<file path="src/rtl/bfra_pkg.sv">
// Shared types, constants and control records of the best-fit region allocator.
package bfra_pkg;

  localparam int ADDR_BITS      = 24;
  localparam int OFF_W          = 24;
  localparam int SIZE_W         = 25;
  localparam int CAP_W          = 25;
  localparam int FREE_SLOTS_DEF = 16;

  localparam logic [CAP_W-1:0] CAP_RESET = CAP_W'(1048576);
  localparam logic [SIZE_W:0]  ADDR_SPAN = (SIZE_W + 1)'(1) << ADDR_BITS;

  localparam logic       ACT_ALLOC      = 1'b0;
  localparam logic       ACT_RELEASE    = 1'b1;
  localparam logic [1:0] STAT_OK        = 2'd0;
  localparam logic [1:0] STAT_NO_SPACE  = 2'd1;
  localparam logic [1:0] STAT_LIST_FULL = 2'd2;

  typedef struct packed {
    logic              action;
    logic [SIZE_W-1:0] region_size;
    logic [OFF_W-1:0]  region_offset;
  } req_t;

  typedef struct packed {
    logic [OFF_W-1:0] granted_offset;
    logic [1:0]       status;
  } resp_t;

  typedef enum logic [3:0] {
    ST_IDLE,
    ST_DISPATCH,
    ST_A_RD,
    ST_A_CMP,
    ST_A_DECIDE,
    ST_MV_RD,
    ST_MV_WR,
    ST_C_RD,
    ST_C_CMP,
    ST_DONE
  } state_t;

  typedef struct packed {
    logic load_req;
    logic clr_idx;
    logic inc_idx;
    logic rd_en;
    logic rd_last;
    logic scan_cmp;
    logic alloc_fit;
    logic alloc_bump;
    logic alloc_fail;
    logic rel_lower;
    logic rel_full;
    logic rel_append;
    logic co_merge;
    logic move_last;
    logic out_load;
  } cmd_t;

  typedef struct packed {
    logic is_alloc;
    logic at_end;
    logic fit_found;
    logic fit_empties;
    logic bump_ok;
    logic rel_ignore;
    logic rel_bump;
    logic rel_full;
    logic co_match;
    logic move_needed;
  } sts_t;

endpackage

</file>
<file path="src/rtl/bfra_ctrl.sv">
// Sequencing state machine of the best-fit region allocator.
module bfra_ctrl (
  input  logic           clk,
  input  logic           rst,
  input  logic           in_valid,
  output logic           in_stall,
  output logic           out_valid,
  input  logic           out_stall,
  input  bfra_pkg::sts_t sts,
  output bfra_pkg::cmd_t cmd
);
  import bfra_pkg::*;

  state_t state, state_next;

  always_ff @(posedge clk) begin
    if (rst) begin
      state     <= ST_IDLE;
      out_valid <= 1'b0;
    end else begin
      state <= state_next;
      if (cmd.out_load) begin
        out_valid <= 1'b1;
      end else if (!out_stall) begin
        out_valid <= 1'b0;
      end
    end
  end

  always_comb begin
    cmd        = '0;
    state_next = state;
    in_stall   = 1'b1;
    case (state)
      ST_IDLE: begin
        in_stall = 1'b0;
        if (in_valid) begin
          cmd.load_req = 1'b1;
          state_next   = ST_DISPATCH;
        end
      end
      ST_DISPATCH: begin
        if (sts.is_alloc) begin
          state_next = ST_A_RD;
        end else if (sts.rel_ignore) begin
          state_next = ST_DONE;
        end else if (sts.rel_bump) begin
          cmd.rel_lower = 1'b1;
          state_next    = ST_DONE;
        end else if (sts.rel_full) begin
          cmd.rel_full = 1'b1;
          state_next   = ST_DONE;
        end else begin
          cmd.rel_append = 1'b1;
          cmd.clr_idx    = 1'b1;
          state_next     = ST_C_RD;
        end
      end
      ST_A_RD: begin
        if (sts.at_end) begin
          state_next = ST_A_DECIDE;
        end else begin
          cmd.rd_en  = 1'b1;
          state_next = ST_A_CMP;
        end
      end
      ST_A_CMP: begin
        cmd.scan_cmp = 1'b1;
        cmd.inc_idx  = 1'b1;
        state_next   = ST_A_RD;
      end
      ST_A_DECIDE: begin
        if (sts.fit_found) begin
          cmd.alloc_fit = 1'b1;
          state_next    = sts.fit_empties ? ST_MV_RD : ST_DONE;
        end else if (sts.bump_ok) begin
          cmd.alloc_bump = 1'b1;
          state_next     = ST_DONE;
        end else begin
          cmd.alloc_fail = 1'b1;
          state_next     = ST_DONE;
        end
      end
      ST_MV_RD: begin
        cmd.rd_en   = 1'b1;
        cmd.rd_last = 1'b1;
        state_next  = ST_MV_WR;
      end
      ST_MV_WR: begin
        cmd.move_last = 1'b1;
        state_next    = sts.is_alloc ? ST_DONE : ST_C_RD;
      end
      ST_C_RD: begin
        if (sts.at_end) begin
          state_next = ST_DONE;
        end else begin
          cmd.rd_en  = 1'b1;
          state_next = ST_C_CMP;
        end
      end
      ST_C_CMP: begin
        if (sts.co_match) begin
          cmd.co_merge = 1'b1;
          cmd.clr_idx  = 1'b1;
          state_next   = sts.move_needed ? ST_MV_RD : ST_C_RD;
        end else begin
          cmd.inc_idx = 1'b1;
          state_next  = ST_C_RD;
        end
      end
      ST_DONE: begin
        if (!out_valid || !out_stall) begin
          cmd.out_load = 1'b1;
          state_next   = ST_IDLE;
        end
      end
      default: begin
        state_next = ST_IDLE;
      end
    endcase
  end

endmodule

</file>
<file path="src/rtl/bfra_dp.sv">
// Datapath of the best-fit region allocator: free-list memory, pointers and result word.
module bfra_dp #(
  parameter int FREE_SLOTS = bfra_pkg::FREE_SLOTS_DEF
) (
  input  logic                        clk,
  input  logic                        rst,
  input  bfra_pkg::cmd_t              cmd,
  output bfra_pkg::sts_t              sts,
  input  bfra_pkg::req_t              in_word,
  input  logic                        cfg_wen,
  input  logic [bfra_pkg::CAP_W-1:0]  cfg_wdata,
  output bfra_pkg::resp_t             out_word
);
  import bfra_pkg::*;

  localparam int SLOT_W = $clog2(FREE_SLOTS);
  localparam int CNT_W  = $clog2(FREE_SLOTS + 1);
  localparam logic [CAP_W-1:0] SPAN_CAP = CAP_W'(ADDR_SPAN);

  logic [OFF_W-1:0]  start_mem [FREE_SLOTS];
  logic [SIZE_W-1:0] len_mem   [FREE_SLOTS];

  logic [CAP_W-1:0]  cap;
  logic [CAP_W-1:0]  bump;
  logic [CNT_W-1:0]  count;
  logic [CNT_W-1:0]  idx;
  logic [SLOT_W-1:0] m_idx;
  logic [OFF_W-1:0]  m_start;
  logic [SIZE_W-1:0] m_len;
  logic [SLOT_W-1:0] tgt;
  logic              best_found;
  logic [SLOT_W-1:0] best_idx;
  logic [OFF_W-1:0]  best_start;
  logic [SIZE_W-1:0] best_len;
  req_t              req;
  resp_t             res;
  logic [OFF_W-1:0]  rd_start;
  logic [SIZE_W-1:0] rd_len;

  logic [CNT_W-1:0]  cnt_m1;
  logic [SLOT_W-1:0] last;
  logic [SLOT_W-1:0] idx_slot;
  logic [SLOT_W-1:0] raddr;
  logic [SIZE_W:0]   rel_end;
  logic [SIZE_W:0]   bump_end;
  logic [CAP_W-1:0]  cap_eff;
  logic [SIZE_W-1:0] sum_i;
  logic [SIZE_W-1:0] sum_m;
  logic              cond_a;
  logic              cond_b;
  logic [SLOT_W-1:0] a_slot;
  logic [SLOT_W-1:0] b_slot;
  logic [OFF_W-1:0]  e_start;
  logic [SIZE_W-1:0] e_len;
  logic              a_last;
  logic [SLOT_W-1:0] merge_slot;
  logic              we;
  logic [SLOT_W-1:0] waddr;
  logic [OFF_W-1:0]  wstart;
  logic [SIZE_W-1:0] wlen;

  assign cnt_m1     = count - CNT_W'(1);
  assign last       = cnt_m1[SLOT_W-1:0];
  assign idx_slot   = idx[SLOT_W-1:0];
  assign raddr      = cmd.rd_last ? last : idx_slot;
  assign rel_end    = {2'b00, req.region_offset} + {1'b0, req.region_size};
  assign bump_end   = {1'b0, bump} + {1'b0, req.region_size};
  assign cap_eff    = (cap > SPAN_CAP) ? SPAN_CAP : cap;
  assign sum_i      = {1'b0, rd_start} + rd_len;
  assign sum_m      = {1'b0, m_start} + m_len;
  assign cond_a     = (sum_i == {1'b0, m_start});
  assign cond_b     = (sum_m == {1'b0, rd_start});
  assign a_slot     = cond_a ? idx_slot : m_idx;
  assign b_slot     = cond_a ? m_idx : idx_slot;
  assign e_start    = cond_a ? rd_start : m_start;
  assign e_len      = rd_len + m_len;
  assign a_last     = (a_slot == last);
  assign merge_slot = a_last ? b_slot : a_slot;

  always_comb begin
    sts.is_alloc    = (req.action == ACT_ALLOC);
    sts.at_end      = (idx == count);
    sts.fit_found   = best_found;
    sts.fit_empties = (best_len == req.region_size);
    sts.bump_ok     = (bump_end <= {1'b0, cap_eff}) && (bump < cap_eff);
    sts.rel_ignore  = (req.region_size == '0) || (rel_end > ADDR_SPAN);
    sts.rel_bump    = (rel_end == {1'b0, bump});
    sts.rel_full    = (count == CNT_W'(FREE_SLOTS));
    sts.co_match    = (idx_slot != m_idx) && (cond_a || cond_b);
    sts.move_needed = !a_last && (b_slot != last);
  end

  always_comb begin
    we     = 1'b0;
    waddr  = '0;
    wstart = '0;
    wlen   = '0;
    if (cmd.alloc_fit) begin
      we     = 1'b1;
      waddr  = best_idx;
      wstart = best_start + req.region_size[OFF_W-1:0];
      wlen   = best_len - req.region_size;
    end else if (cmd.rel_append) begin
      we     = 1'b1;
      waddr  = count[SLOT_W-1:0];
      wstart = req.region_offset;
      wlen   = req.region_size;
    end else if (cmd.co_merge) begin
      we     = 1'b1;
      waddr  = merge_slot;
      wstart = e_start;
      wlen   = e_len;
    end else if (cmd.move_last) begin
      we     = 1'b1;
      waddr  = tgt;
      wstart = rd_start;
      wlen   = rd_len;
    end
  end

  always_ff @(posedge clk) begin
    if (we) begin
      start_mem[waddr] <= wstart;
      len_mem[waddr]   <= wlen;
    end
    if (cmd.rd_en) begin
      rd_start <= start_mem[raddr];
      rd_len   <= len_mem[raddr];
    end
  end

  always_ff @(posedge clk) begin
    if (rst) begin
      cap   <= CAP_RESET;
      bump  <= '0;
      count <= '0;
    end else begin
      if (cfg_wen) begin
        cap <= cfg_wdata;
      end
      if (cmd.alloc_bump) begin
        bump <= bump_end[CAP_W-1:0];
      end else if (cmd.rel_lower) begin
        bump <= bump - req.region_size;
      end
      if (cmd.rel_append) begin
        count <= count + CNT_W'(1);
      end else if ((cmd.co_merge && !sts.move_needed) || cmd.move_last) begin
        count <= cnt_m1;
      end
    end
  end

  always_ff @(posedge clk) begin
    if (cmd.load_req) begin
      req        <= in_word;
      best_found <= 1'b0;
      res        <= '{granted_offset: '0, status: STAT_OK};
    end
    if (cmd.load_req || cmd.clr_idx) begin
      idx <= '0;
    end else if (cmd.inc_idx) begin
      idx <= idx + CNT_W'(1);
    end
    if (cmd.scan_cmp && (req.region_size <= rd_len) && (!best_found || best_len > rd_len)) begin
      best_found <= 1'b1;
      best_idx   <= idx_slot;
      best_start <= rd_start;
      best_len   <= rd_len;
    end
    if (cmd.alloc_fit) begin
      res.granted_offset <= best_start;
      tgt                <= best_idx;
    end
    if (cmd.alloc_bump) begin
      res.granted_offset <= bump[OFF_W-1:0];
    end
    if (cmd.alloc_fail) begin
      res.status <= STAT_NO_SPACE;
    end
    if (cmd.rel_full) begin
      res.status <= STAT_LIST_FULL;
    end
    if (cmd.rel_append) begin
      m_idx   <= count[SLOT_W-1:0];
      m_start <= req.region_offset;
      m_len   <= req.region_size;
    end
    if (cmd.co_merge) begin
      m_idx   <= merge_slot;
      m_start <= e_start;
      m_len   <= e_len;
      tgt     <= b_slot;
    end
    if (cmd.out_load) begin
      out_word <= res;
    end
  end

  // The free list never holds more entries than it has slots.
  assert property (@(posedge clk) disable iff (rst) count <= CNT_W'(FREE_SLOTS))
    else $error("Free-list count exceeds the number of slots.");

  // The bump pointer never passes the end of the address space.
  assert property (@(posedge clk) disable iff (rst) {1'b0, bump} <= ADDR_SPAN)
    else $error("Bump pointer beyond the address space.");

  // An entry is only ever moved out of a list that holds one.
  assert property (@(posedge clk) disable iff (rst) cmd.move_last |-> count != '0)
    else $error("Entry moved from an empty free list.");

endmodule

</file>
<file path="src/rtl/best_fit_region_allocator.sv">
// Top level of the best-fit region allocator with a coalescing free list.
// An allocate scans all N free entries, reading and then comparing each, and when the
// chosen range empties, the last entry moves into its slot before the answer.
// A release that is ignored, lowers the bump pointer or is dropped answers without a scan; an
// appended range is followed by a final scan of the N entries, and each merge
// restarts the scan and moves the last entry when needed. One word is in flight at a
// time, taken only once the controller is idle after the previous result is loaded; the
// memory read port sets the pace. Synchronous reset empties the list, zeroes the bump
// pointer and sets the capacity to 1048576; the memory needs no clearing pass.
module best_fit_region_allocator #(
  parameter int FREE_SLOTS = bfra_pkg::FREE_SLOTS_DEF
) (
  input  logic                       clk,
  input  logic                       rst,
  input  logic                       in_valid,
  output logic                       in_stall,
  input  bfra_pkg::req_t             in_word,
  output logic                       out_valid,
  input  logic                       out_stall,
  output bfra_pkg::resp_t            out_word,
  input  logic                       cfg_wen,
  input  logic [bfra_pkg::CAP_W-1:0] cfg_wdata
);
  import bfra_pkg::*;

  cmd_t cmd;
  sts_t sts;

  bfra_ctrl u_ctrl (
    .clk       (clk),
    .rst       (rst),
    .in_valid  (in_valid),
    .in_stall  (in_stall),
    .out_valid (out_valid),
    .out_stall (out_stall),
    .sts       (sts),
    .cmd       (cmd)
  );

  bfra_dp #(
    .FREE_SLOTS (FREE_SLOTS)
  ) u_dp (
    .clk       (clk),
    .rst       (rst),
    .cmd       (cmd),
    .sts       (sts),
    .in_word   (in_word),
    .cfg_wen   (cfg_wen),
    .cfg_wdata (cfg_wdata),
    .out_word  (out_word)
  );

endmodule

</file>
<file path="config.mk">
export PLATFORM = sky130hd
export DESIGN_NAME = best_fit_region_allocator
export DESIGN_NICKNAME = d
export VERILOG_FILES = /design/src/rtl/bfra_pkg.sv /design/src/rtl/bfra_ctrl.sv /design/src/rtl/bfra_dp.sv /design/src/rtl/best_fit_region_allocator.sv
export SDC_FILE = /design/constraint.sdc
export NUM_CORES = 2
export LEC_CHECK = 0
export ABC_CLOCK_PERIOD_IN_PS = 10300
export BUFFER_PORTS_ARGS = -buffer_cell sky130_fd_sc_hd__buf_2
export CAP_MARGIN = 20
export CORE_ASPECT_RATIO = 0.7
export CORE_MARGIN = 3
export CORE_UTILIZATION = 25
export DETAILED_ROUTE_END_ITERATION = 10
export GPL_TIMING_DRIVEN = 1
export HOLD_SLACK_MARGIN = 0.02
export PLACE_DENSITY = 0.49
export SLEW_MARGIN = 10
export SYNTH_ARGS = -nofsm -noshare
export SYNTH_HDL_FRONTEND = slang
export SYNTH_SLANG_ARGS = --single-unit
export TNS_END_PERCENT = 100
</file>
<file path="constraint.sdc">
create_clock -name clk -period 10.3 [get_ports clk]
set_input_delay 0 -clock clk [delete_from_list [all_inputs] [get_ports clk]]
set_output_delay 0 -clock clk [all_outputs]
set_load 0.02 [all_outputs]
</file>
# Word-level counts from Yosys, hierarchy flattened
# Memories as Yosys holds them, arrays and structs flattened. A register that Yosys moved wholly into a read port is not among the register bits.
# Index checks and enable logic that the tools add are counted.
[word_totals] ram_bits=784 in_bits=80 mem_count=2 regBits=278 wordCells=174 out_inout_bits=28
[memory_table] memory="u_dp.len_mem" words=16 width=25 read_ports=1 rd_clocked_by_memory_dff=1 wr=1 line_no="bfra_dp.sv:21" rtl="logic [SIZE_W-1:0] len_mem [FREE_SLOTS];"
[memory_table] memory="u_dp.start_mem" words=16 width=24 read_ports=1 rd_clocked_by_memory_dff=1 wr=1 line_no="bfra_dp.sv:20" rtl="logic [OFF_W-1:0] start_mem [FREE_SLOTS];"
[classes] eq_ne=21 reduce_logical=27 magnitude_cmp=6 n_mux=86 add_sub_neg=11
[ops] op="2-to-1 mux 25 bit" count=9
[ops] op="2-to-1 mux 24 bit" count=9
[ops] op="2-to-1 mux 4 bit" count=22
[ops] op="adder 24 x 25 -> 25 bit" count=2
[ops] op="equality test 25 x 24 -> 1 bit" count=2
[ops] op="subtractor 25 bit" count=2
[ops] op="case mux 4 bit (10 select lines)" count=1
[ops] op="2-to-1 mux 1 bit" count=30
[ops] op="adder 24 x 25 -> 26 bit" count=1
[ops] op="adder 25 x 25 -> 26 bit" count=1
[ops] op="equality test 26 x 25 -> 1 bit" count=1
[ops] op="greater-than comparator 26 x 25 -> 1 bit (second input constant)" count=1
[ops] op="<= comparator 26 x 25 -> 1 bit" count=1
[ops] op="2-to-1 mux 26 bit" count=1
[ops] op="adder 25 bit" count=1
[ops] op="equality test 25 bit" count=1
[ops] op="greater-than comparator 25 bit" count=1
[ops] op="greater-than comparator 25 bit (second input constant)" count=1
[ops] op="<= comparator 25 bit" count=1
[ops] op="logical NOT 25 bit" count=1
[ops] op="less-than comparator 25 bit" count=1
[ops] op="adder 24 bit" count=1
[ops] op="equality test 4 x 3 -> 1 bit (second input constant)" count=4
[ops] op="2-to-1 mux 3 bit" count=5
[ops] op="22 further kinds" count=51

# Logic depth before layout (Yosys ltp)
[logic_depth] depth_word=11 mapped_depth=29 mapped_depth_nobuf=28

# By module
# From an unflattened synthesis, not the netlist that was laid out.
[unflattened] cells_unflattened=4148 hier_area_um2=56212.7
[by_module_without_submodules] module="bfra_dp" cells_each=4073 area_each_um2=55712.2 seq_area_each_um2=32581.2 n_inst=1
[by_module_without_submodules] module="bfra_ctrl" cells_each=75 area_each_um2=500.5 seq_area_each_um2=100.1 n_inst=1

# Worst setup path before layout
# OpenSTA, ideal clock, no wires.
[synth_path] path_kind="reg2reg" from="register u_dp.rd_len[0] (read register of u_dp.len_mem)" to="memory u_dp.len_mem[0][0], enable pin" arrival_ns=10.188 path_stages_with_launch=19 setup_ns=0.579 path_slack_ns=-0.467 path_buffers=3 required_ns=9.721 synth_period_minus_slack_ns=10.767 cell_sequence="edfxtp_1 ha_1 fa_1 a21o_1 a221oi_2 xnor2_1 nand3_1 a2111oi_0 nand4_1 or4_1 clkbuf_2 or2_4 clkbuf_1 o41a_1 or2_2 clkbuf_1 nand2b_1 nor3_1 nor4_1"
[synth_between] elab_chain_len=11 elab_cells_between_ends=18 classes_between="add/sub: 1; eq/ne: 2; mux: 13; reduce/logical: 2"
[synth_rtl] item="from (decl)" line_no="bfra_dp.sv:38" rtl="logic [SIZE_W-1:0] rd_len;"
[synth_rtl] item="adder 24 x 25 -> 25 bit (*)" line_no="bfra_dp.sv:69" rtl="assign sum_i = {1'b0, rd_start} + rd_len;"
[synth_rtl] item="equality test 25 x 24 -> 1 bit (*)" line_no="bfra_dp.sv:71" rtl="assign cond_a = (sum_i == {1'b0, m_start});"
[synth_rtl] item="logical OR 1 bit" line_no="bfra_dp.sv:89" rtl="sts.co_match = (idx_slot != m_idx) && (cond_a || cond_b);"
[synth_rtl] item="logical AND 1 bit" line_no="bfra_dp.sv:89"
[synth_rtl] item="2-to-1 mux 1 bit" line_no="bfra_ctrl.sv:102" rtl="if (sts.co_match) begin"
[synth_rtl] item="2-to-1 mux 1 bit" line_no="bfra_ctrl.sv:34" rtl="case (state)"
[synth_rtl] item="2-to-1 mux 1 bit" line_no="bfra_dp.sv:108" rtl="end else if (cmd.co_merge) begin"
[synth_rtl] item="2-to-1 mux 1 bit" line_no="bfra_dp.sv:103" rtl="end else if (cmd.rel_append) begin"
[synth_rtl] item="2-to-1 mux 1 bit" line_no="bfra_dp.sv:98" rtl="if (cmd.alloc_fit) begin"
[synth_rtl] item="2-to-1 mux 1 bit" line_no="bfra_dp.sv:122" rtl="if (we) begin"
[synth_rtl] item="2-to-1 mux 1 bit (implied by the code)" line_no="bfra_dp.sv:124" rtl="len_mem[waddr] <= wlen;"
[synth_rtl] item="to (decl)" line_no="bfra_dp.sv:21"
# Mark *: on every way between the ends. The rest lies on a longest branch, timed or not.

# Worst setup path after layout
[layout_path] from="register u_dp.req[25] (netlist name)" to="register u_dp.res[14] (netlist name), enable pin"
[layout_between] elab_chain_len=7
[layout_rtl] item="from (decl)" line_no="bfra_dp.sv:35" rtl="req_t req;"
[layout_rtl] item="from (signal assigned)" line_no="bfra_dp.sv:156" rtl="req <= in_word;"
[layout_rtl] item="adder 25 x 25 -> 26 bit" line_no="bfra_dp.sv:67" rtl="assign bump_end = {1'b0, bump} + {1'b0, req.region_size};"
[layout_rtl] item="<= comparator 26 x 25 -> 1 bit" line_no="bfra_dp.sv:85" rtl="sts.bump_ok = (bump_end <= {1'b0, cap_eff}) && (bump < cap_eff);"
[layout_rtl] item="logical AND 1 bit" line_no="bfra_dp.sv:85"
[layout_rtl] item="2-to-1 mux 1 bit" line_no="bfra_ctrl.sv:76" rtl="end else if (sts.bump_ok) begin"
[layout_rtl] item="2-to-1 mux 2 bit" line_no="bfra_ctrl.sv:73" rtl="if (sts.fit_found) begin"
[layout_rtl] item="2-to-1 mux 3 bit" line_no="bfra_ctrl.sv:34"
[layout_rtl] item="nonzero test 3 bit (no line)"
[layout_rtl] item="to (signal assigned)" line_no="bfra_dp.sv:158" rtl="res <= '{granted_offset: '0, status: STAT_OK};"
[layout_rtl] item="to (decl)" line_no="bfra_dp.sv:36" rtl="resp_t res;"
# Every way passes these cells.
# A chain may end at the register's enable or synchronous reset.

==> qor.csv <==
metric,value,unit
status,"complete, no violations",
vias in the first global route,40900,
Synth warnings,0,
Adder-Cell Fraction of Synth Area,6.61,%
DP Worst Slack,2460,ps
Via density,5.09,
post-synthesis mux area share,1.73,%
Die X,582,um
CTS Sinks,1111,
Placed Instance Area,62600,sq um
Placeable Area,230000,sq um
WL final,205,mm
FF-to-FF setup slack,2100,ps
FMAX,0.122,GHz
CP Data Arrival Time,8550,ps
"commonest non-fill, non-tap cells in the layout","edfxtp_1, nand2_1, ha_1, a21oi_1, nor2_1",
compound-cell area share of the yosys netlist,13.3,%
DP HPWL,138,mm
first-pass GRT wire length,294,mm
"commonest non-fill, non-tap cell in the layout",edfxtp_1,
PwrDens,252,nW/um^2
mapped cell area,58100,sq um
r2r endpoint,u_dp.res[14],
Rel. slew slack,9.44,%
Crit Path Category,flop to flop,
# H-tree levels,3,
post-route ant nets,0,
fin cells,8635,
post-synthesis sequential area ratio,56.3,%
Switching Share,40.6,%
crit-path max FO,28,
XOR/XNOR share of the synthesized area,3.64,%
crit share post-route,79.6,%
Pleak,0.0248,uW
worst hold path type,primary input to flop,
"flops & latches, synth",1111,
largest family of logic cells by synthesized area,simple AND/OR/NAND/NOR gates,
internal power,10200,uW
Area growth syn-to-layout,17.1,%
distinct cell type count after synthesis,102,
Reg area,32700,sq um
Die ar.,238000,sq um
clock skew,51.9,ps
CTS tree,built,
# fillers,23500,
CP required,10650,ps
Slew @ Worst Pin,1360,ps
Final Max Slew Viols,0,
Post-route DRC,0,
Final Cell Area,68000,sq um
Worst-path clk slew,70,ps
total power,17100,uW
Final WS setup,2100,ps
Placed Cells,8258,
Die Span Y,409,um
Port Buffers,107,
drt wl/cell,23.8,um
Comb power frac,40.1,%
critical path launch point type,flop,
Simple-Gate Fraction of Synth Area,15.7,%
Worst R2R Path Depth,26,
IO Count,108,
Period minus WS final,8200,ps
Final nets,5869,
Net Switching,6970,uW
vias post-DR,44000,
RR Startpoint,u_dp.req[25],
Routability Congestion,0.970,
clk_lat worst skew,740,ps
share of cells above drive strength 1,8.32,%
Worst VDD drop,0.154,mV
CTS buffer count,106,
multi-input gate area in the final layout,24000,sq um
final hold vios,0,
max-cap viol count,0,
CP Capture Type,flop,
worst hold stages,2,
post_cts resized,0,
RSZ-0062 raised after global routing,false,
Synth Instances,5285,
Setup-failing EPs final,0,
synthesized area per cell,11.0,sq um
total grt overflow,0,
clock power share,24.1,%
first drt pass iteration count,8,
initial core utilization,25.2,%
GRT Resource Usage Total,16.6,%
sequential share of power,35.8,%
Root Buffer Master,clkbuf_16,
Clock Tree Buf Depth,3,
CTS hold repair buffers,171,
ys async rst share,0,%
Starting DRT DRC Count,4947,
syn_nets,5667,
Hold EP,u_dp.req[7],
initial antenna violation count,3,
"EDFF count, synth",1043,
Row Count,147,
Fin Hold WS,49.3,ps
Most used DFF post-synth,edfxtp_1,
HP Start,in_word[7],
largest net degree at the start of global routing,127,
post-CTS setup repair buffer count,0,
how the worst max path moves through the flow:
stage | startpoint | end | slack (ps) | depth (start not counted)
floorplan | u_dp.rd_len[0] | u_dp.len_mem[0][0] | -470 | 18
global placement | u_dp.rd_start[0] | u_dp.start_mem[7][16] | 2500 | 17
detailed placement | u_dp.req[25] | u_dp.res[23] | 2460 | 26
CTS | u_dp.req[25] | u_dp.res[14] | 2370 | 26
global route | u_dp.req[25] | u_dp.res[14] | 1550 | 26
finish | u_dp.req[25] | u_dp.res[14] | 2100 | 26
synthesized netlist by cell type, types with 31 or more instances:
master	instances	area (sq um)
or3_1	31	194
clkbuf_1	248	931
nand2b_1	34	213
inv_1	126	473
edfxtp_1	1043	31300
mux2i_1	83	831
xnor2_1	134	1170
o21ai_0	143	716
nor2b_1	40	250
a21o_1	89	668
nor2_1	277	1040
nor3_1	70	350
a211oi_1	34	255
xor2_1	92	806
dfxtp_1	68	1360
and3_1	132	826
nand4_1	49	307
a311oi_1	152	1330
ha_1	294	3680
a31oi_1	66	413
a21oi_1	291	1460
nand2_1	1000	3750
o21a_1	39	293
nand3_1	269	1350
cell type report:
cell class	instances	area share, %
clock buffers	128	4.20
well taps	3054	5.62
clock inverters	72	1.12
inverters	128	0.707
flip-flops and latches	1111	48.1
multi-input cells	3758	35.3
repair buffers	382	4.91
diodes	2	0.00736
cell families after synthesis:
family / count (synthesis)
simple gates: 2011
compound gates: 1115
flops: 1111
buf+inv: 416
fa+ha+maj: 302
xor+xnor: 232
mux: 98
metal layers:
layer / up-vias / global-route usage (%) / part of all wire (%)
met5: - / 0 / 0
met3: 196 / 4.33 / 8.9
li1: 20100 / - / -
met2: 1602 / 22.3 / 39
met4: 0 / 2.74 / 1.6
met1: 22000 / 26.2 / 50
power groups by stage:
stage	logic (uW)	clock network [uW]	registers (uW)
after global placement	6620	0	6220
final	6870	4140	6130
after floorplan	4400	0	5930
after detailed placement	6600	0	6220
after CTS	6700	4230	6130
after global routing	7430	4410	6160
through the flow:
step / setup TNS [ps] / utilization [%]
floorplan: -91550 / -
global placement: 0 / 27.2
detailed placement: 0 / 27.2
CTS: 0 / 29.5
global route: 0 / 29.5
finish: 0 / 29.5
flip-flops by register name (all words and copies together), names as in the netlist, 4 cells and up:
signal,flops
u_dp.rd_len,25
u_dp.rd_start,24
u_dp.tgt,4
u_dp.req,50
u_dp.res,26
u_dp.m_start,24
u_dp.best_len,25
u_dp.bump,25
u_dp.m_idx,4
u_dp.best_start,24
u_dp.len_mem,400
u_ctrl.state,4
u_dp.start_mem,384
u_dp.out_word,26
u_dp.best_idx,4
u_dp.idx,5
u_dp.cap,25
u_dp.count,5
u_dp.m_len,25
worst max-delay path, stage by stage (launching register included):
cell	delay [ps]
edfxtp_1	850
inv_1	290
fa_1	580
o21bai_1	220
a21o_1	180
a21oi_1	110
o31ai_1	490
a221oi_1	290
o211ai_1	370
a311o_1	350
a221o_1	260
a21oi_1	90
nor2_1	110
nor2_1	90
o31ai_1	280
xor2_1	170
ha_1	230
or3_1	370
a221oi_1	480
nand3_1	150
nor2_1	120
o211ai_1	120
a211o_1	390
a211oi_4	190
inv_2	320
nand3_1	200
buf_4	410
Power figures use the tool's default switching activity.
